--- src/rtl/wfc_pkg.sv ---
`timescale 1ns / 1ps

package wfc_pkg;

  localparam int TABLE_ENTRIES_DEF = 256;
  localparam int WORD_BYTES_DEF    = 4;
  localparam int COUNT_BITS_DEF    = 32;

  localparam logic [1:0] OP_BYTE  = 2'd0;
  localparam logic [1:0] OP_EOL   = 2'd1;
  localparam logic [1:0] OP_FETCH = 2'd2;

  localparam logic [7:0] CHAR_ZERO = 8'h30;
  localparam logic [7:0] CHAR_NINE = 8'h39;

  typedef struct packed {
    logic [1:0] operation;
    logic [7:0] text_byte;
  } in_req_t;

  typedef struct packed {
    logic [31:0] word_value;
    logic [31:0] word_count;
    logic        found;
    logic        word_dropped;
  } out_rsp_t;

endpackage

--- src/rtl/wfc_chunk.sv ---
`timescale 1ns / 1ps

module wfc_chunk #(
  parameter int WORD_BYTES = wfc_pkg::WORD_BYTES_DEF
) (
  input  logic                    clk,
  input  logic                    rst_n,
  input  logic                    byte_en,
  input  logic                    clear_en,
  input  logic [7:0]              text_byte,
  output logic                    word_done,
  output logic [8*WORD_BYTES-1:0] word
);

  localparam int FILL_W = (WORD_BYTES > 1) ? $clog2(WORD_BYTES) : 1;

  logic [FILL_W-1:0]       fill_r, fill_nxt;
  logic [8*WORD_BYTES-1:0] chunk_r, chunk_nxt;
  logic [7:0]              folded;

  assign folded = (text_byte >= wfc_pkg::CHAR_ZERO && text_byte <= wfc_pkg::CHAR_NINE) ?
                  wfc_pkg::CHAR_ZERO : text_byte;

  always_comb begin
    for (int k = 0; k < WORD_BYTES; k++) begin
      if (fill_r == FILL_W'(k)) begin
        word[8*k +: 8] = folded;
      end else if (fill_r > FILL_W'(k)) begin
        word[8*k +: 8] = chunk_r[8*k +: 8];
      end else begin
        word[8*k +: 8] = 8'h00;
      end
    end
  end

  assign word_done = (fill_r == FILL_W'(WORD_BYTES - 1));

  always_comb begin
    fill_nxt  = fill_r;
    chunk_nxt = chunk_r;
    if (clear_en) begin
      fill_nxt = '0;
    end else if (byte_en) begin
      if (word_done) begin
        fill_nxt = '0;
      end else begin
        fill_nxt  = fill_r + FILL_W'(1);
        chunk_nxt = word;
      end
    end
  end

  always_ff @(posedge clk) begin
    if (!rst_n) begin
      fill_r <= '0;
    end else begin
      fill_r <= fill_nxt;
    end
    chunk_r <= chunk_nxt;
  end

endmodule

--- config.mk ---
export PLATFORM = sky130hd
export DESIGN_NAME = wfc_chunk
export DESIGN_NICKNAME = d
export VERILOG_FILES = /design/src/rtl/wfc_pkg.sv /design/src/rtl/wfc_chunk.sv
export SDC_FILE = /design/constraint.sdc
export NUM_CORES = 1
export LEC_CHECK = 0
export CORE_ASPECT_RATIO = 0.6
export CORE_UTILIZATION = 59
export CTS_CLUSTER_SIZE = 40
export DETAILED_ROUTE_END_ITERATION = 6
export DONT_BUFFER_PORTS = 1
export PLACE_DENSITY = 0.79
export SYNTH_ARGS = -nofsm -noshare
export SYNTH_HDL_FRONTEND = slang
export SYNTH_SLANG_ARGS = --single-unit
--- constraint.sdc ---
create_clock -name clk -period 6 [get_ports clk]
set_input_delay 0.3 -clock clk [delete_from_list [all_inputs] [get_ports clk]]
set_output_delay 0.3 -clock clk [all_outputs]
set_load 0.02 [all_outputs]
==> results.yml, run 1 <==
outcome:
  status: "completed"
timing:
  setup_violations: 0
  fin_tns_setup_ns: 0
  worstMarginPinSlew_ns: 0.749
  whs_ns: 0.156
  post-route-min-period_ns: 2.27
  fmax_mhz: 440
  hold_violations: 0
  grt_setup_unrepaired: "no"
  timing.final.ws_setup_ns: 3.73
  post-route-period-util_pct: 37.9
  skew_ns: 0.0107
  slew_headroom_pct: 49.5
  slew_viol_final: 0
min_path:
  hold_path_class: "in2reg"
route:
  drc: 0
  avgRoutedWirePerCell_um: 20.5
  wirelength_mm: 2.79
  firstDrtPassIters: 4
  vias: 870
  antenna_left: 0
  routed_via_density: 6.40
  drt_iter0_drc: 63
synthesis:
  syn_area_um2: 1290
  yosysWarnings: 0
  yosysUniqueCellTypes: 28
  syn_nets: 125
  synth_top_area_cell: "edfxtp_1"
  synth-seq-area-share_pct: 58.8
  syn_area_per_cell_um2: 12.0
  synth_area_leaders: "edfxtp_1 (56%), ha_1 (4.8%), nand2_1 (4.6%)"
  synth_cells: 108
  netlist.area_leader.share_pct: 55.7
  ys_ff_latch: 26
global_route:
  grt_pass1_vias: 868
  grtUsageTotal_pct: 25.4
  grt-ovfl-total: 0
  grt_pass1_wl_mm: 4.36
  grt_max_degree: 19
  antenna_found_initial: 0
final_layout:
  drive_above_1_share_pct: 14.8
  nFillCells: 164
  multi_input_area_um2: 497
  final_nets: 126
  num_antenna_cells: 0
  seqCellArea_um2: 761
  finalNonFillerCells: 136
  area_growth_pct: 3.97
clock_tree:
  cts_buffers: 3
  clk_pin_slew_ns: 0.12
  cts_tree: "yes"
  cts_max_level: 1
  hold_buffers: 0
  clk_latency_ns: 0.31
  cts_max_path_buffers: 2
  clock_sinks: 26
  cts_setup_buffers: 0
  cts_root_buf: "clkbuf_4"
  cts_resized: 0
power:
  leakage_uw: 0.000488
  power_density_nw_per_um2: 233
  ir_worst_vdd_mv: 0.153
setup_path:
  arrival_ns: 1.97
  crit_path_start_kind: "flip-flop"
  r2r_setup_slack_ns: 4.04
  cp-end-kind: "output pin"
  crit_fanout: 9
  crit_type: "reg2out"
  crit_required_ns: 5.70
die:
  start_util_pct: 66.3
  fp.coreArea_um2: 1950
  die_area_um2: 2390
  fp.dieH_um: 38.3
  io-pin-count: 45
  rows: 12
  die_x_um: 62.5
place:
  place_congestion: 0.752
  place_inst: 132
  place_worst_setup_slack_ns: 4.04
  dp_hpwl_mm: 2.10
  io_buffers: 0
job:
  drv_cap: 0
==> final cells by class <==
class / count / area share, %
Sequential cell: 26 / 56.6
Multi-Input combinational cell: 72 / 36.9
Timing Repair Buffer: 1 / 0.558
Inverter: 5 / 1.40
Tap cell: 28 / 2.60
Clock buffer: 4 / 1.95
==> through the flow <==
stage / area [um^2] / total power (uW) / utilization [%]
after floorplan: 1290 / 239 / -
after global placement: 1320 / 243 / 67.6
after detailed placement: 1320 / 245 / 67.6
after CTS: 1350 / 316 / 68.9
after global routing: 1350 / 326 / 68.9
final: 1350 / 314 / 68.9
==> state kept, by name, summed over array words and instances, names as in the netlist <==
| name | flops |
|---|---|
| chunk_r | 24 |
| fill_r | 2 |
==> critical path: stages (launching register included) <==
cell	delay, ns
dfxtp_1	0.44
inv_1	0.11
ha_1	0.30
nor2_1	0.44
a22o_1	0.38
==> cell usage after synthesis <==
master and n:
nand2b_1 1, mux2i_1 1, and2b_2 1, and4bb_2 1
a31o_1 4, nand2_1 16, ha_1 5, nor3_1 1
nand2b_2 1, nor2_1 6, clkbuf_1 2, dfxtp_1 2
and2_2 1, mux2_2 4, o21ai_0 5, nor2b_1 2
edfxtp_1 24, inv_1 5, nand2_2 2, a22o_2 1
a32o_1 4, and3_1 4, buf_2 3, o22ai_1 4
and2_1 3, a22o_1 3, a21oi_1 1, nor3b_1 1
==> worst paths after layout <==
| check | start | endpoint | cells past startpoint |
|---|---|---|---|
| setup / recovery | fill_r[1] | word[12] | 4 |
| hold / removal | byte_en | fill_r[1] | 2 |
| setup reg to reg | fill_r[0] | chunk_r[8] | 3 |
| hold reg to reg | fill_r[0] | fill_r[0] | 2 |
==> routing by layer <==
metal  routed length [um]  track usage [%]
met3                  229             8.93
met2                 1370             42.9
met4                    0             4.07
met5                    0                0
met1                 1200             32.8
==> cells by family (layout without fill, tap and decap cells) <==
group           Yosys count  in the layout  synth area share, %
fa+ha+maj                 5              5                 4.84
mux                       5              5                 4.26
buf+inv                  10             10                 3.19
flops                    26             26                 58.8
compound gates           22             22                 12.9
simple gates             40             40                 16.1
==> power breakdown <==
part / switching, uW / total [uW] / internal, uW
registers: 2.53 / 208 / 206
logic: 22.7 / 32.2 / 9.44
clock network: 47.2 / 73.1 / 26.0
total: 72.4 / 314 / 241
==> cell usage in the layout (no fill, tap or decap), drive strengths merged <==
cell,count
a21oi,1
nand2,18
ha,5
o21ai,5
and2,4
nand2b,2
a32o,4
mux2i,1
buf,1
nor3,1
inv,5
dfxtp,2
a22o,4
nor2b,2
and4bb,1
o22ai,4
a31o,4
and2b,1
and3,4
nor3b,1
mux2,4
clkbuf,4
edfxtp,24
nor2,6
No activity file was read; power rests on OpenSTA's default activity.
==> run 2, diff against run 1 <==
--- a/config.mk
+++ b/config.mk
@@ -6,11 +6,11 @@
 export NUM_CORES = 1
 export LEC_CHECK = 0
 export CORE_ASPECT_RATIO = 0.6
-export CORE_UTILIZATION = 59
+export CORE_UTILIZATION = 55
 export CTS_CLUSTER_SIZE = 40
 export DETAILED_ROUTE_END_ITERATION = 6
 export DONT_BUFFER_PORTS = 1
-export PLACE_DENSITY = 0.79
+export PLACE_DENSITY = 0.77
 export SYNTH_ARGS = -nofsm -noshare
 export SYNTH_HDL_FRONTEND = slang
 export SYNTH_SLANG_ARGS = --single-unit
==> constraint.sdc (replaced) <==
create_clock -name clk -period 2 [get_ports clk]
set_input_delay 0.1 -clock clk [delete_from_list [all_inputs] [get_ports clk]]
set_output_delay 0.1 -clock clk [all_outputs]
set_load 0.02 [all_outputs]
==> run 2 against run 1 <==
  * Sequential share of layout area shrank 4.6 points
  * Worst hold slack lost 0.15 ns
  * Critical path depth grew 1
  * Utilization down 2.2 points
  * Routed wire length down 1.6%
  * Worst setup slack worse by 3.6 ns
  * Clock power rose to 4.0 times the previous value
  * Flip-flop and latch count unchanged
  * Combinational power rose to 3.4 times the previous value
  * Clock-buffer cell count did not move
  * Cell area rose by 8.9%
  * Critical endpoint is now word[2]
  * Largest cell class unchanged
==> results.yml, run 2 (synthesis results as in run 1) <==
global_route:
  grt-ovfl-total: 0
  grt_pass1_wl_mm: 3.95
  grtUsageTotal_pct: 22.7
  grt_pass1_vias: 746
  grt_max_degree: 25
  antenna_found_initial: 0
outcome:
  status: "completed"
timing:
  grt_setup_unrepaired: "no"
  skew_ns: 0.00689
  slew_viol_final: 0
  post-route-period-util_pct: 92.8
  slew_headroom_pct: 62.1
  timing.final.ws_setup_ns: 0.145
  hold_violations: 0
  fmax_mhz: 539
  post-route-min-period_ns: 1.86
  fin_tns_setup_ns: 0
  worstMarginPinSlew_ns: 0.569
  setup_violations: 0
route:
  drc: 0
  firstDrtPassIters: 4
  routed_via_density: 5.93
  drt_iter0_drc: 72
  vias: 871
  avgRoutedWirePerCell_um: 18.7
  wirelength_mm: 2.75
  antenna_left: 0
final_layout:
  layout_common_cells: "edfxtp_1 (24), nand2_1 (16), buf_4 (8)"
  largest_reg_flops: 24
  final_nets: 135
  drive_above_1_share_pct: 22.2
  regMostFlops: "chunk_r"
  mostFrequentLayoutCell: "edfxtp_1"
  largestRegisters: "chunk_r: 24 flops, fill_r: 2 flops"
  num_antenna_cells: 0
  area_growth_pct: 13.2
setup_path:
  crit_required_ns: 1.90
  r2r_setup_slack_ns: 0.26
  rr_worst_depth: 3
  crit_type: "reg2out"
  cp-end-kind: "output pin"
  crit_fanout: 12
  arrival_ns: 1.76
  crit_path_start_kind: "flip-flop"
job:
  drv_cap: 0
clock_tree:
  cts_root_buf: "clkbuf_8"
  clk_pin_slew_ns: 0.08
  cts_buffers: 3
  cts_tree: "yes"
  clock_sinks: 26
  cts_max_level: 1
  cts_setup_buffers: 0
  cts_max_path_buffers: 2
  clk_latency_ns: 0.27
min_path:
  holdPathStages: 2
  hold_path_class: "in2reg"
place:
  place_worst_setup_slack_ns: 0.133
  dp_hpwl_mm: 1.96
  io_buffers: 0
  place_congestion: 0.763
power:
  leakage_uw: 0.000544
  power_density_nw_per_um2: 703
  ir_worst_vdd_mv: 0.479
die:
  die_area_um2: 2560
  die_x_um: 64.6
  start_util_pct: 58.9
  fp.coreArea_um2: 2200
  rows: 13
  fp.dieH_um: 39.6
  io-pin-count: 45
[run 2: power breakdown]
| part | switching, uW | leakage (uW) | total, uW | internal, uW |
|---|---|---|---|---|
| Clock | 152 | 0.0000228 | 295 | 142 |
| Combinational | 71.8 | 0.000274 | 111 | 38.9 |
| Sequential | 7.53 | 0.000247 | 625 | 617 |
| Total | 232 | 0.000544 | 1030 | 799 |
[run 2: path summary, 6_finish.rpt]
kind | endpoint | from
min | fill_r[1] | byte_en
min reg2reg | fill_r[1] | fill_r[1]
max reg2reg | chunk_r[6] | fill_r[1]
max | word[2] | fill_r[1]
[run 2: per-layer routing]
layer,up-vias,wire (um),global-route usage (%)
li1,416,-,-
met1,413,1250,30.9
met4,0,12,5.00
met5,-,0,0
met2,40,1270,35.8
met3,2,215,7.27
[run 2: layout make-up]
class	count	area, um^2
clock buffers	4	45.0
fillers	176	731
inverters	5	18.8
multi-input cells	72	513
flip-flops and latches	26	761
well taps	30	37.5
repair buffers	10	90.1
[run 2: what timing repair did]
item | 4_1_cts | 5_1_grt
endpoints found under the hold margin | 2 | 0
hold buffers | 1 | 0
resized for setup | 1 | 2
endpoints found under the setup margin | 8 | 8
[run 2: worst max-delay path, stage by stage, from the launching register on]
cell and delay (ns):
dfxtp_1 0.37, inv_1 0.16, ha_1 0.48, nand2_1 0.10, o22ai_1 0.20, buf_4 0.19
[run 2: per-stage QoR]
stage,area [um^2],total power (uW),cells,utilization [%],hold slack (ns)
finish,1470,1030,147,66.7,0.00653
global route,1470,1060,147,66.7,0.00792
CTS,1460,1040,147,66.4,0.00870
detailed placement,1400,745,142,63.8,0.277
global placement,1400,741,142,63.8,0.265
floorplan,1310,719,108,-,0.252
==> run 3, diff against run 2 <==
--- a/config.mk
+++ b/config.mk
@@ -5,7 +5,7 @@
 export SDC_FILE = /design/constraint.sdc
 export NUM_CORES = 1
 export LEC_CHECK = 0
-export CORE_ASPECT_RATIO = 0.6
+export CORE_ASPECT_RATIO = 1.2
 export CORE_UTILIZATION = 55
 export CTS_CLUSTER_SIZE = 40
 export DETAILED_ROUTE_END_ITERATION = 6
==> run 3 against run 2 <==
  * Worst hold slack gained 0.00057 ns
  * Cell count grew 2.0%
  * Non-clock buffer count grew 3
  * Critical path depth shrank 1
  * Via count grew 4.0%
  * Cell area grew 3.1%
  * First-iteration DRC count shrank 26%
  * Routed wire length shrank 4.7%
  * Sequential share of layout area shrank 1.5 points
  * Flip-flop and latch count is the same
  * Global-route usage shrank 1.2 points
  * Critical path type unchanged
==> results.yml, run 3 (synthesis results as in run 1) <==
outcome:
  status: "completed"
setup_path:
  arrival_ns: 1.80
  crit_required_ns: 1.90
  crit_path_start_kind: "flip-flop"
  cp-end-kind: "output pin"
  crit_fanout: 9
  crit_type: "reg2out"
  rr_worst_depth: 5
timing:
  skew_ns: 0.0126
  fin_tns_setup_ns: 0
  post-route-period-util_pct: 94.8
  slew_headroom_pct: 60.3
  whs_ns: 0.00710
  slew_viol_final: 0
  timing.final.ws_setup_ns: 0.104
  setup_violations: 0
  post-route-min-period_ns: 1.90
  hold_violations: 0
  fmax_mhz: 527
  worstMarginPinSlew_ns: 0.595
die:
  start_util_pct: 60.5
  die_area_um2: 2550
  die_x_um: 46.3
  fp.coreArea_um2: 2140
  fp.dieH_um: 55.1
  io-pin-count: 45
  rows: 18
final_layout:
  mostFrequentLayoutCell: "edfxtp_1"
  area_growth_pct: 16.7
  layout_common_cells: "edfxtp_1 (24), nand2_1 (16), buf_4 (8)"
  final_util_pct: 70.6
  finalNonFillerCells: 150
  num_antenna_cells: 0
  drive_above_1_share_pct: 26.7
  nFillCells: 176
  largest_reg_flops: 24
  largestRegisters: "chunk_r: 24 flops, fill_r: 2 flops"
  final_nets: 138
  regMostFlops: "chunk_r"
route:
  firstDrtPassIters: 4
  routed_via_density: 6.04
  drt_iter0_drc: 53
  wirelength_mm: 2.62
  avgRoutedWirePerCell_um: 17.5
  drc: 0
  antenna_left: 0
  vias: 906
global_route:
  antenna_found_initial: 0
  grt_max_degree: 25
  grt_pass1_vias: 793
  grt_pass1_wl_mm: 3.80
  grtUsageTotal_pct: 21.5
  grt-ovfl-total: 0
clock_tree:
  cts_setup_buffers: 0
  cts_root_buf: "clkbuf_4"
  clk_pin_slew_ns: 0.15
  cts_max_level: 1
  clock_sinks: 26
  cts_max_path_buffers: 2
  cts_buffers: 3
  cts_tree: "yes"
  clk_latency_ns: 0.32
min_path:
  hold_path_class: "in2reg"
  holdPathStages: 2
place:
  place_inst: 142
  place_worst_setup_slack_ns: 0.171
  dp_hpwl_mm: 1.81
  io_buffers: 0
  place_congestion: 0.817
power:
  clockPowerShare_pct: 32.8
  switchingPower_uw: 235
  switching_share_pct: 21.4
  comb_power_share_pct: 10.4
  power_density_nw_per_um2: 727
  p_int_uw: 863
  seqPwrFrac_pct: 56.8
  leakage_uw: 0.000576
  ir_worst_vdd_mv: 0.647
job:
  drv_cap: 0
## run 3: critical path, stage by stage, from the launching register on
cell	delay [ns]
dfxtp_1	0.44
inv_1	0.13
ha_1	0.35
nor2_4	0.25
a32o_1	0.31
## run 3: layout make-up
class,count,area [um^2],share of cell area [%]
Inverter,5,18.8,1.24
Sequential cell,26,761,50.4
Clock buffer,3,22.5,1.49
Tap cell,30,37.5,2.49
Timing Repair Buffer,13,120,7.95
Clock inverter,1,30.0,1.99
Multi-Input combinational cell,72,520,34.5
## run 3: worst paths after layout
check | start | end | slack, ns
setup reg to reg | fill_r[0] | fill_r[1] | 0.32
hold / removal | text_byte[6] | chunk_r[22] | 0.007
setup / recovery | fill_r[1] | word[9] | 0.10
hold reg to reg | fill_r[0] | fill_r[0] | 0.63
## run 3: per-stage QoR
| stage | total power [uW] | area, um^2 |
|---|---|---|
| detailed placement | 743 | 1400 |
| floorplan | 719 | 1310 |
| CTS | 1100 | 1500 |
| finish | 1100 | 1510 |
| global placement | 740 | 1400 |
| global route | 1130 | 1510 |
## run 3: what timing repair did
action / in CTS / in global routing
endpoints found under the setup margin: 8 / 14
hold buffers: 4 / 0
pin swaps: 0 / 0
endpoints found under the hold margin: 3 / 0
resized for setup: 1 / 8
## run 3: power by group through the flow
stage / Combinational [uW] / Sequential, uW / Clock, uW
floorplan: 83.7 / 635 / 0
global placement: 104 / 636 / 0
detailed placement: 107 / 637 / 0
CTS: 112 / 625 / 367
global route: 122 / 627 / 376
finish: 114 / 624 / 360
## run 3: per-layer routing
metal	global-route usage (%)	wire [um]
met5	0	0
met2	34.0	1360
met3	2.60	172
met1	29.8	1070
met4	8.82	20
