<file path="src/rtl/wfc_pkg.sv">
`timescale 1ns / 1ps

package wfc_pkg;

  localparam int TABLE_ENTRIES_DEF = 256;
  localparam int WORD_BYTES_DEF    = 4;
  localparam int COUNT_BITS_DEF    = 32;

  localparam logic [1:0] OP_BYTE  = 2'd0;
  localparam logic [1:0] OP_EOL   = 2'd1;
  localparam logic [1:0] OP_FETCH = 2'd2;

  localparam logic [7:0] CHAR_ZERO = 8'h30;
  localparam logic [7:0] CHAR_NINE = 8'h39;

  typedef struct packed {
    logic [1:0] operation;
    logic [7:0] text_byte;
  } in_req_t;

  typedef struct packed {
    logic [31:0] word_value;
    logic [31:0] word_count;
    logic        found;
    logic        word_dropped;
  } out_rsp_t;

endpackage

</file>
<file path="src/rtl/wfc_ctrl.sv">
`timescale 1ns / 1ps

module wfc_ctrl #(
  parameter int TABLE_ENTRIES = wfc_pkg::TABLE_ENTRIES_DEF,
  parameter int WORD_BYTES    = wfc_pkg::WORD_BYTES_DEF,
  parameter int COUNT_BITS    = wfc_pkg::COUNT_BITS_DEF,
  localparam int IDX_W        = $clog2(TABLE_ENTRIES),
  localparam int WORD_W       = 8 * WORD_BYTES,
  localparam int ENTRY_W      = 1 + COUNT_BITS + WORD_W
) (
  input  logic               clk,
  input  logic               rst_n,
  input  logic               start,
  input  wfc_pkg::in_req_t   in_req,
  output logic               busy,
  input  logic               word_done,
  input  logic [WORD_W-1:0]  word,
  output logic               rd_en,
  output logic [IDX_W-1:0]   rd_addr,
  input  logic [ENTRY_W-1:0] rd_data,
  output logic               wr_en,
  output logic [IDX_W-1:0]   wr_addr,
  output logic [ENTRY_W-1:0] wr_data,
  output logic               out_strobe,
  output wfc_pkg::out_rsp_t  out_rsp
);

  localparam logic ST_IDLE = 1'b0;
  localparam logic ST_SCAN = 1'b1;

  localparam logic MODE_STORE = 1'b0;
  localparam logic MODE_FETCH = 1'b1;

  localparam logic [IDX_W:0] USED_FULL = (IDX_W + 1)'(TABLE_ENTRIES);

  logic                  state_r, state_nxt;
  logic                  mode_r, mode_nxt;
  logic [IDX_W:0]        used_r, used_nxt;
  logic [IDX_W:0]        iss_r, iss_nxt;
  logic                  dv_r, dv_nxt;
  logic [IDX_W-1:0]      di_r, di_nxt;
  logic [WORD_W-1:0]     key_r, key_nxt;
  logic                  have_r, have_nxt;
  logic [IDX_W-1:0]      best_idx_r, best_idx_nxt;
  logic [WORD_W-1:0]     best_word_r, best_word_nxt;
  logic [COUNT_BITS-1:0] best_cnt_r, best_cnt_nxt;
  logic                  out_valid_r, out_valid_nxt;
  wfc_pkg::out_rsp_t     out_rsp_r, out_rsp_nxt;

  logic                  accept;
  logic [WORD_W-1:0]     rd_word;
  logic [COUNT_BITS-1:0] rd_cnt;
  logic                  rd_rep;
  logic [COUNT_BITS-1:0] rd_cnt_inc;
  logic                  more;
  logic [31:0]           word32;
  logic [31:0]           cnt32;

  assign accept     = start && (state_r == ST_IDLE);
  assign busy       = (state_r != ST_IDLE);
  assign rd_word    = rd_data[WORD_W-1:0];
  assign rd_cnt     = rd_data[WORD_W +: COUNT_BITS];
  assign rd_rep     = rd_data[ENTRY_W-1];
  assign rd_cnt_inc = (rd_cnt == '1) ? rd_cnt : rd_cnt + COUNT_BITS'(1);
  assign more       = (iss_r < used_r);
  assign rd_addr    = iss_r[IDX_W-1:0];

  generate
    if (WORD_W >= 32) begin : g_word_trunc
      assign word32 = best_word_r[31:0];
    end else begin : g_word_ext
      assign word32 = {{(32 - WORD_W){1'b0}}, best_word_r};
    end
    if (COUNT_BITS > 32) begin : g_cnt_sat
      assign cnt32 = (|best_cnt_r[COUNT_BITS-1:32]) ? 32'hFFFF_FFFF : best_cnt_r[31:0];
    end else if (COUNT_BITS == 32) begin : g_cnt_same
      assign cnt32 = best_cnt_r;
    end else begin : g_cnt_ext
      assign cnt32 = {{(32 - COUNT_BITS){1'b0}}, best_cnt_r};
    end
  endgenerate

  always_comb begin
    state_nxt     = state_r;
    mode_nxt      = mode_r;
    used_nxt      = used_r;
    iss_nxt       = iss_r;
    dv_nxt        = dv_r;
    di_nxt        = di_r;
    key_nxt       = key_r;
    have_nxt      = have_r;
    best_idx_nxt  = best_idx_r;
    best_word_nxt = best_word_r;
    best_cnt_nxt  = best_cnt_r;
    out_valid_nxt = 1'b0;
    out_rsp_nxt   = '0;
    rd_en         = 1'b0;
    wr_en         = 1'b0;
    wr_addr       = di_r;
    wr_data       = {rd_rep, rd_cnt_inc, rd_word};

    unique case (state_r)
      ST_IDLE: begin
        if (accept) begin
          iss_nxt  = '0;
          dv_nxt   = 1'b0;
          have_nxt = 1'b0;
          if (in_req.operation == wfc_pkg::OP_BYTE && word_done) begin
            state_nxt = ST_SCAN;
            mode_nxt  = MODE_STORE;
            key_nxt   = word;
          end else if (in_req.operation == wfc_pkg::OP_FETCH) begin
            state_nxt = ST_SCAN;
            mode_nxt  = MODE_FETCH;
          end else begin
            out_valid_nxt = 1'b1;
          end
        end
      end
      ST_SCAN: begin
        if (more) begin
          rd_en   = 1'b1;
          iss_nxt = iss_r + (IDX_W + 1)'(1);
          dv_nxt  = 1'b1;
          di_nxt  = iss_r[IDX_W-1:0];
        end else begin
          dv_nxt = 1'b0;
        end

        if (dv_r && mode_r == MODE_STORE && rd_word == key_r) begin
          wr_en         = 1'b1;
          state_nxt     = ST_IDLE;
          dv_nxt        = 1'b0;
          out_valid_nxt = 1'b1;
        end else if (dv_r && mode_r == MODE_FETCH) begin
          if (!rd_rep && (!have_r || rd_cnt > best_cnt_r)) begin
            have_nxt      = 1'b1;
            best_idx_nxt  = di_r;
            best_word_nxt = rd_word;
            best_cnt_nxt  = rd_cnt;
          end
        end else if (!dv_r && !more) begin
          state_nxt     = ST_IDLE;
          out_valid_nxt = 1'b1;
          if (mode_r == MODE_STORE) begin
            if (used_r >= USED_FULL) begin
              out_rsp_nxt.word_dropped = 1'b1;
            end else begin
              wr_en    = 1'b1;
              wr_addr  = used_r[IDX_W-1:0];
              wr_data  = {1'b0, COUNT_BITS'(1), key_r};
              used_nxt = used_r + (IDX_W + 1)'(1);
            end
          end else if (have_r) begin
            wr_en                  = 1'b1;
            wr_addr                = best_idx_r;
            wr_data                = {1'b1, best_cnt_r, best_word_r};
            out_rsp_nxt.word_value = word32;
            out_rsp_nxt.word_count = cnt32;
            out_rsp_nxt.found      = 1'b1;
          end
        end
      end
      default: begin
        state_nxt = ST_IDLE;
      end
    endcase
  end

  always_ff @(posedge clk) begin
    if (!rst_n) begin
      state_r     <= ST_IDLE;
      used_r      <= '0;
      iss_r       <= '0;
      dv_r        <= 1'b0;
      have_r      <= 1'b0;
      out_valid_r <= 1'b0;
    end else begin
      state_r     <= state_nxt;
      used_r      <= used_nxt;
      iss_r       <= iss_nxt;
      dv_r        <= dv_nxt;
      have_r      <= have_nxt;
      out_valid_r <= out_valid_nxt;
    end
    mode_r      <= mode_nxt;
    di_r        <= di_nxt;
    key_r       <= key_nxt;
    best_idx_r  <= best_idx_nxt;
    best_word_r <= best_word_nxt;
    best_cnt_r  <= best_cnt_nxt;
    out_rsp_r   <= out_rsp_nxt;
  end

  assign out_strobe = out_valid_r;
  assign out_rsp    = out_rsp_r;

`ifndef SYNTHESIS
  a_used_bound: assert property (@(posedge clk) disable iff (!rst_n)
    used_r <= USED_FULL)
    else $error("table fill count beyond capacity");

  a_issue_bound: assert property (@(posedge clk) disable iff (!rst_n)
    iss_r <= used_r || state_r == ST_IDLE)
    else $error("scan issued past filled entries");

  a_data_in_scan: assert property (@(posedge clk) disable iff (!rst_n)
    dv_r |-> state_r == ST_SCAN)
    else $error("read data pending outside scan");

  a_write_ends: assert property (@(posedge clk) disable iff (!rst_n)
    wr_en |=> state_r == ST_IDLE && out_valid_r)
    else $error("table write without closing the request");

  a_one_result: assert property (@(posedge clk) disable iff (!rst_n)
    (state_r == ST_SCAN && state_nxt == ST_IDLE) |=> out_valid_r && !busy)
    else $error("scan finished without a result");
`endif

endmodule

</file>
<file path="config.mk">
export PLATFORM = sky130hd
export DESIGN_NAME = wfc_ctrl
export DESIGN_NICKNAME = d
export VERILOG_FILES = /design/src/rtl/wfc_pkg.sv /design/src/rtl/wfc_ctrl.sv
export SDC_FILE = /design/constraint.sdc
export NUM_CORES = 1
export LEC_CHECK = 0
export BUFFER_PORTS_ARGS = -buffer_cell sky130_fd_sc_hd__buf_2
export CAP_MARGIN = 10
export CELL_PAD_IN_SITES_DETAIL_PLACEMENT = 0
export CELL_PAD_IN_SITES_GLOBAL_PLACEMENT = 1
export CORE_ASPECT_RATIO = 1.2
export CORE_MARGIN = 3
export CORE_UTILIZATION = 38
export CTS_BUF_LIST = sky130_fd_sc_hd__clkbuf_4
export CTS_CLUSTER_SIZE = 8
export DETAILED_ROUTE_END_ITERATION = 6
export PLACE_DENSITY = 0.84
export SYNTH_ARGS = -nofsm -noshare
export SYNTH_HDL_FRONTEND = slang
export SYNTH_SLANG_ARGS = --single-unit
</file>
<file path="constraint.sdc">
create_clock -name clk -period 8.5 [get_ports clk]
set_input_delay 1.7 -clock clk [delete_from_list [all_inputs] [get_ports clk]]
set_output_delay 1.7 -clock clk [all_outputs]
set_load 0.05 [all_outputs]
</file>
==> impl_metrics.csv, run 1 <==
group,metric,value,unit
drt,drt_iter0_drc,305,
clock_network,htreeDepth,2,
floorplanning,die-area,26600,µm²
placed_design,placed_cells,1385,
critical_path,arrival,4.61,ns
drt,via_per_inst,4.98,
critical_path,worst_r2r_path_depth,10,
logic_synthesis,synth_xor_area_frac,0.0645,
logic_synthesis,syn-cell-area,9360,µm²
clock_network,cts_tree,"built",
global_route,grt.overflow.total,0,
floorplanning,start_util,0.388,
pwr,clockPowerShare,0.387,
logic_synthesis,ys_seq_elements,201,
run,maxCapViolCount,0,
pwr,irDropWorstVdd,170,µV
critical_path,critPathLaunch,"rd_data[40]",
logic_synthesis,synth.net_count,1003,
min_path,holdCritStartpoint,"di_r[6]",
logic_synthesis,synthSimpleGateAreaFrac,0.159,
finish,fin_nets,1273,
floorplanning,core.rowCount,62,
timing,skew,0.0420,ns
critical_path,critPathSlowestCell,"nor3_2",
global_route,grt_usage,0.191,
min_path,min_path_type,"register to register",
clock_network,cts_root_buf,"clkbuf_4",
floorplanning,io_pins,262,
logic_synthesis,synth-compound-area-share,0.105,
critical_path,worstSetupEndpointType,"primary output",
critical_path,r2r_end,"best_word_r[17]",
pwr,seq_power_share,0.505,
floorplanning,die_x,149,µm
clock_network,ctsLongestPathBuffers,3,
logic_synthesis,synth_adder_area_share,0.0588,
global_route,grt_pass1_wl,40000,µm
timing,setup_tns,0,ns
logic_synthesis,synth-edff-count,113,
global_route,grt_pass1_vias,7374,
logic_synthesis,yosys_warnings,0,
critical_path,cpPeakStageDelay,0.74,ns
critical_path,cp-start-kind,"input port",
pwr,combPwrFrac,0.109,
global_route,grt_max_degree,41,
outcome,outcome,"complete, no violations",
finish,utilization,0.480,
logic_synthesis,synthCells,848,
timing,min_period_over_period,0.742,
critical_path,rrSetupSlack,4.85,ns
global_route,antenna_found_initial,4,
timing,fmax,0.159,GHz
timing,worst_slew_pin_slew,0.957,ns
critical_path,endpoint,"wr_data[63]",
logic_synthesis,synth_top_family_by_area,"simple AND/OR/NAND/NOR gates",
drt,routedWlPerCell,17.6,µm
drt,drc,0,
pwr,switching_share,0.272,
timing,slew_violations,0,
floorplanning,core_area,24100,µm²
timing,setup_viol,0,
critical_path,timing.rr.start,"best_cnt_r[27]",
critical_path,cp_cell_sequence,"buf_2, nand4_1, or4_1, nor3_2, nand2b_1, nor2_1, xor2_1, a21o_1, buf_2",
critical_path,path_class,"input port to primary output",
clock_network,postCtsHoldBufs,0,
drt,drt_pass1_iterations,4,
min_path,hold_depth,0,
pwr,p_int,1.49,mW
logic_synthesis,ys_async_sr_fraction,0,
timing,slew_headroom,0.360,
logic_synthesis,synth.avg_cell_area,11.0,µm²
critical_path,crit_fanout,13,
pwr,powerDensity,176,nW/µm²
logic_synthesis,muxShareOfSynthArea,0.0192,
clock_network,clkSlewWorstSetupHoldPaths,0.07,ns
critical_path,crit_top_cell,"buf_2",
clock_network,post_cts_resized,0,
drt,ant_nets,0,
logic_synthesis,ys_types,52,
timing,min_period,6.31,ns
clock_network,clock_latency,0.65,ns
drt,finalWirelength,26100,µm
placed_design,dp_hpwl,18700,µm
finish,drive_gt1_frac,0.301,
timing,grt_setup_unrepaired,"no",
finish,area_growth,23.7,%
pwr,p_leak,5.00,nW
placed_design,portBuffers,253,
logic_synthesis,ys_seq_area_frac,0.551,
drt,via_count,7401,
clock_network,numClockSinks,201,
clock_network,post-cts-setup-buffers,0,
finish,fin_cells,1485,
clock_network,numCtsBuffers,51,
placed_design,gp_congestion,0.815,
logic_synthesis,ys.flop_type,"edfxtp_1",
timing,hold_viol_final,0,
pwr,p_sw,555,µW
critical_path,required,6.80,ns
floorplanning,die_h,178,µm
finish,fillers,2308,
==> routing by layer <==
metal / part of all wire / routed length [µm] / global-route usage
met5: 0 / 0 / 0
met1: 0.42 / 11000 / 0.238
met3: 0.075 / 1970 / 0.0462
met2: 0.48 / 12600 / 0.323
met4: 0.020 / 530 / 0.0675
==> area by class of cell <==
type,count,area (µm²),share of cell area
inverter,51,191,0.0165
timing repair buffer,262,1330,0.115
antenna,4,10.0,0.000864
sequential,201,5150,0.445
multi-input combinational,551,3850,0.332
clock buffer,71,533,0.0460
tap,320,400,0.0346
clock inverter,25,110,0.00950
==> registers in the layout (all words and copies together), names as in the netlist <==
name / flops
mode_r: 1
out_rsp: 66
dv_r: 1
have_r: 1
best_word_r: 32
out_strobe: 1
key_r: 32
busy: 1
used_r: 9
di_r: 8
best_idx_r: 8
best_cnt_r: 32
iss_r: 9
==> layout by cell type, fill, tap and decap left out, types with 3 or more instances in the layout <==
master | Yosys | final
buf_2 | 7 | 253
edfxtp_1 | 113 | 113
dfxtp_1 | 88 | 88
clkbuf_4 | 0 | 71
nand2_1 | 63 | 63
nor3_1 | 56 | 56
inv_1 | 50 | 50
xor2_1 | 44 | 44
ha_1 | 44 | 44
nor2_1 | 40 | 38
and2_1 | 34 | 34
a21o_1 | 33 | 33
a21oi_1 | 27 | 27
xnor2_1 | 25 | 25
a221o_1 | 24 | 24
nand3_1 | 20 | 20
clkinv_1 | 1 | 20
nand4_1 | 18 | 18
mux2i_1 | 18 | 18
nor4_1 | 15 | 15
a22oi_1 | 13 | 13
o21ai_0 | 11 | 11
buf_4 | 8 | 9
nand2b_1 | 6 | 6
nor2b_1 | 5 | 5
or4_1 | 5 | 5
o211ai_1 | 5 | 5
diode_2 | 0 | 4
and4_1 | 4 | 4
and3_1 | 4 | 4
a211oi_1 | 3 | 3
o21bai_1 | 3 | 3
o21a_1 | 3 | 3
clkinv_2 | 0 | 3
==> power groups by stage <==
stage / Combinational (mW) / Sequential [mW] / Clock (mW)
global route: 0.237 / 1.03 / 0.877
finish: 0.222 / 1.03 / 0.790
global placement: 0.220 / 1.05 / 0
floorplan: 0.140 / 1.05 / 0
CTS: 0.223 / 1.03 / 0.827
detailed placement: 0.221 / 1.05 / 0
==> worst max-delay path, delay by kind of cell <==
family | cells | cell delay, ns
simple gates | 5 | 2.17
buf+inv | 2 | 0.43
compound gates | 1 | 0.16
xor+xnor | 1 | 0.14
==> how the worst min path moves through the flow <==
stage	end
6_report	best_idx_r[6]
2_1_floorplan	best_idx_r[0]
3_3_place_gp	best_idx_r[6]
3_5_place_dp	best_idx_r[0]
5_1_grt	best_idx_r[6]
4_1_cts	best_idx_r[6]
==> metrics by stage <==
stage | cell area [µm²] | hold WS (ns) | power [mW] | worst slack (ns)
finish | 11600 | 0.452 | 2.04 | 2.19
global route | 11600 | 0.456 | 2.14 | 1.98
CTS | 11600 | 0.446 | 2.08 | 2.18
detailed placement | 10900 | 0.436 | 1.27 | 2.17
global placement | 10900 | 0.432 | 1.27 | 2.22
floorplan | 9370 | 0.426 | 1.19 | 2.53
==> cells by family after synthesis <==
kind of cell             count (synthesis)
flip-flops                             201
buffers and inverters                   96
multiplexers                            18
AND/OR/NAND/NOR                        286
XOR/XNOR                                69
adder cells (fa/ha/maj)                 44
AO/OA/AOI/OAI                          134
==> cells in the mapped netlist (all sizes together), types with 3 or more instances <==
| library cell | count | area share |
|---|---|---|
| ha | 44 | 0.059 |
| and3 | 4 | 0.0027 |
| and2 | 34 | 0.023 |
| a21oi | 27 | 0.014 |
| o21bai | 3 | 0.0024 |
| dfxtp | 88 | 0.19 |
| buf | 17 | 0.011 |
| nor3b | 3 | 0.0024 |
| o21a | 3 | 0.0024 |
| xnor2 | 25 | 0.023 |
| a22oi | 13 | 0.010 |
| nor4 | 16 | 0.012 |
| nor3 | 58 | 0.032 |
| nand2b | 6 | 0.0040 |
| and4 | 4 | 0.0037 |
| o211ai | 6 | 0.0053 |
| xor2 | 44 | 0.041 |
| nor2 | 41 | 0.017 |
| mux2i | 18 | 0.019 |
| nor2b | 5 | 0.0033 |
| nand4 | 18 | 0.012 |
| inv | 50 | 0.020 |
| or4 | 5 | 0.0040 |
| a21o | 33 | 0.026 |
| a221o | 24 | 0.026 |
| nand2 | 63 | 0.025 |
| o21ai | 11 | 0.0059 |
| edfxtp | 113 | 0.36 |
| nand3 | 21 | 0.012 |
| clkbuf | 28 | 0.011 |
| a211oi | 3 | 0.0024 |
Note: power is estimated with default switching activity, not from simulation.
==> run 2: changes to the inputs <==
==> constraint.sdc (replaced) <==
create_clock -name clk -period 5.5 [get_ports clk]
set_input_delay 1.1 -clock clk [delete_from_list [all_inputs] [get_ports clk]]
set_output_delay 1.1 -clock clk [all_outputs]
set_load 0.05 [all_outputs]
==> run 2 against run 1 <==
  * Register-to-register slack got worse by 3.0 ns
  * Critical path depth increased by 2
  * Combinational power increased by 55%
  * Core utilization increased by 0.21 points
  * Setup slack got worse by 1.7 ns
  * Sequential power increased by 54%
  * Via count increased by 0.96%
  * Sequential share of layout area decreased by 0.20 points
  * Sequential cell count unchanged
  * First-iteration DRC count increased by 24%
  * Critical path type is now register to primary output
  * Largest cell class unchanged
  * Highest routed layer unchanged
==> impl_metrics.csv, run 2 (synthesized netlist as in run 1, its figures left out) <==
group,metric,value,unit
outcome,outcome,"complete, no violations",
placed_design,gp_congestion,0.837,
clock_network,clock_latency,0.68,ns
timing,hold_viol_final,0,
floorplanning,io_pins,262,
finish,fillers,2294,
global_route,grt.overflow.total,0,
global_route,grt_max_degree,41,
finish,drive_gt1_frac,0.305,
timing,setup_viol,0,
finish,largest_reg_flops,66,
drt,drc,0,
timing,min_period_over_period,0.910,
timing,worst_slew_pin_slew,0.981,ns
global_route,grt_pass1_vias,7617,
global_route,grt_usage,0.194,
timing,fmax,0.200,GHz
pwr,irDropWorstVdd,195,µV
floorplanning,start_util,0.388,
pwr,p_leak,5.05,nW
finish,area_growth,24.3,%
critical_path,arrival,3.91,ns
timing,slew_headroom,0.346,
critical_path,crit_top_cell,"buf_4",
critical_path,worstSetupEndpointType,"primary output",
finish,fin_cells,1492,
timing,setup_tns,0,ns
floorplanning,die-area,26600,µm²
critical_path,cpPeakStageDelay,0.58,ns
timing,skew,0.0520,ns
finish,layout_commonest_cell,"buf_2",
clock_network,cts_root_buf,"clkbuf_4",
critical_path,crit_fanout,40,
clock_network,numCtsBuffers,52,
drt,drt_pass1_iterations,5,
clock_network,post-cts-setup-buffers,0,
min_path,min_path_type,"register to register",
critical_path,crit_family,"buffers and inverters",
drt,ant_nets,0,
finish,multi_input_area,3850,µm²
pwr,powerDensity,273,nW/µm²
critical_path,critPathSlowestCell,"o31ai_1",
floorplanning,die_x,149,µm
finish,ff_latch_area,5150,µm²
placed_design,placed_cells,1391,
clock_network,ctsLongestPathBuffers,3,
critical_path,path_buf_inv,4,
timing,whs,0.458,ns
finish,fin_nets,1280,
timing,grt_setup_unrepaired,"no",
finish,most-common-layout-cells,"buf_2, edfxtp_1, dfxtp_1",
placed_design,dp_hpwl,18900,µm
clock_network,clkSlewWorstSetupHoldPaths,0.07,ns
drt,via_per_inst,5.01,
critical_path,path_class,"register to primary output",
floorplanning,core_area,24100,µm²
clock_network,postCtsHoldBufs,0,
placed_design,portBuffers,253,
critical_path,cp_cell_sequence,"inv_1, ha_1, a211oi_1, o31ai_1, o211ai_4, buf_4, nor2_4, buf_4, and2_1, a221o_1, buf_2",
clock_network,numClockSinks,201,
global_route,antenna_found_initial,3,
drt,drt_iter0_drc,378,
drt,via_count,7472,
clock_network,cts_tree,"built",
clock_network,post_cts_resized,0,
run,maxCapViolCount,0,
critical_path,required,4.40,ns
timing,min_period,5.01,ns
floorplanning,die_h,178,µm
floorplanning,core.rowCount,62,
drt,routedWlPerCell,17.6,µm
global_route,grt_pass1_wl,40800,µm
critical_path,cp-start-kind,"register",
drt,finalWirelength,26300,µm
clock_network,htreeDepth,2,
timing,slew_violations,0,
==> run 2: changes by cell type in the layout (fill, tap and decap cells not counted), sizes merged <==
cell and delta:
diode -1, clkinv +4, buf +6, clkinvlp -2
inv +2, clkbuf -2
==> run 2: path summary, 6_finish.rpt <==
kind | end | cells past startpoint | slack (ns) | from
worst min-delay path | best_idx_r[5] | 0 | 0.46 | di_r[5]
worst min register to register | best_idx_r[5] | 0 | 0.46 | di_r[5]
worst max register to register | best_word_r[23] | 10 | 1.89 | best_cnt_r[27]
worst max-delay path | wr_data[10] | 11 | 0.49 | used_r[1]
==> run 2: metal layers <==
layer  global-route usage  vias up  part of all wire
li1                     -     3658                 -
met1                0.242     3500              0.42
met2                0.326      265              0.49
met3               0.0462       49             0.070
met4               0.0736        0             0.026
met5                    0        -                 0
==> run 2: layout make-up <==
cell class	count	share of cell area
flip-flops and latches	201	0.443
multi-input cells	551	0.331
repair buffers	268	0.118
clock buffers	69	0.0445
well taps	320	0.0344
inverters	51	0.0165
clock inverters	29	0.0115
diodes	3	0.000645
==> run 2: metrics by stage <==
stage / utilization / power [mW] / worst slack (ns) / instance area (µm²)
after floorplan: - / 1.84 / 0.134 / 9370
after global placement: 0.455 / 1.97 / 0.846 / 11000
after detailed placement: 0.455 / 1.97 / 0.850 / 11000
after CTS: 0.482 / 3.23 / 0.363 / 11600
after global routing: 0.482 / 3.33 / 0.124 / 11600
final: 0.482 / 3.18 / 0.492 / 11600
==> run 2: report_power, final <==
group          switching, mW  internal [mW]  total, mW
combinational          0.239          0.104      0.343
sequential           0.00453           1.59       1.59
clock                  0.637          0.602       1.24
==> run 2: worst register-to-register path, delay by kind of cell (launching register included) <==
kind            cells  cell delay, ns
flops               1            0.37
compound gates      5            2.06
buf+inv             2            0.42
simple gates        2            0.17
fa+ha+maj           1            0.25
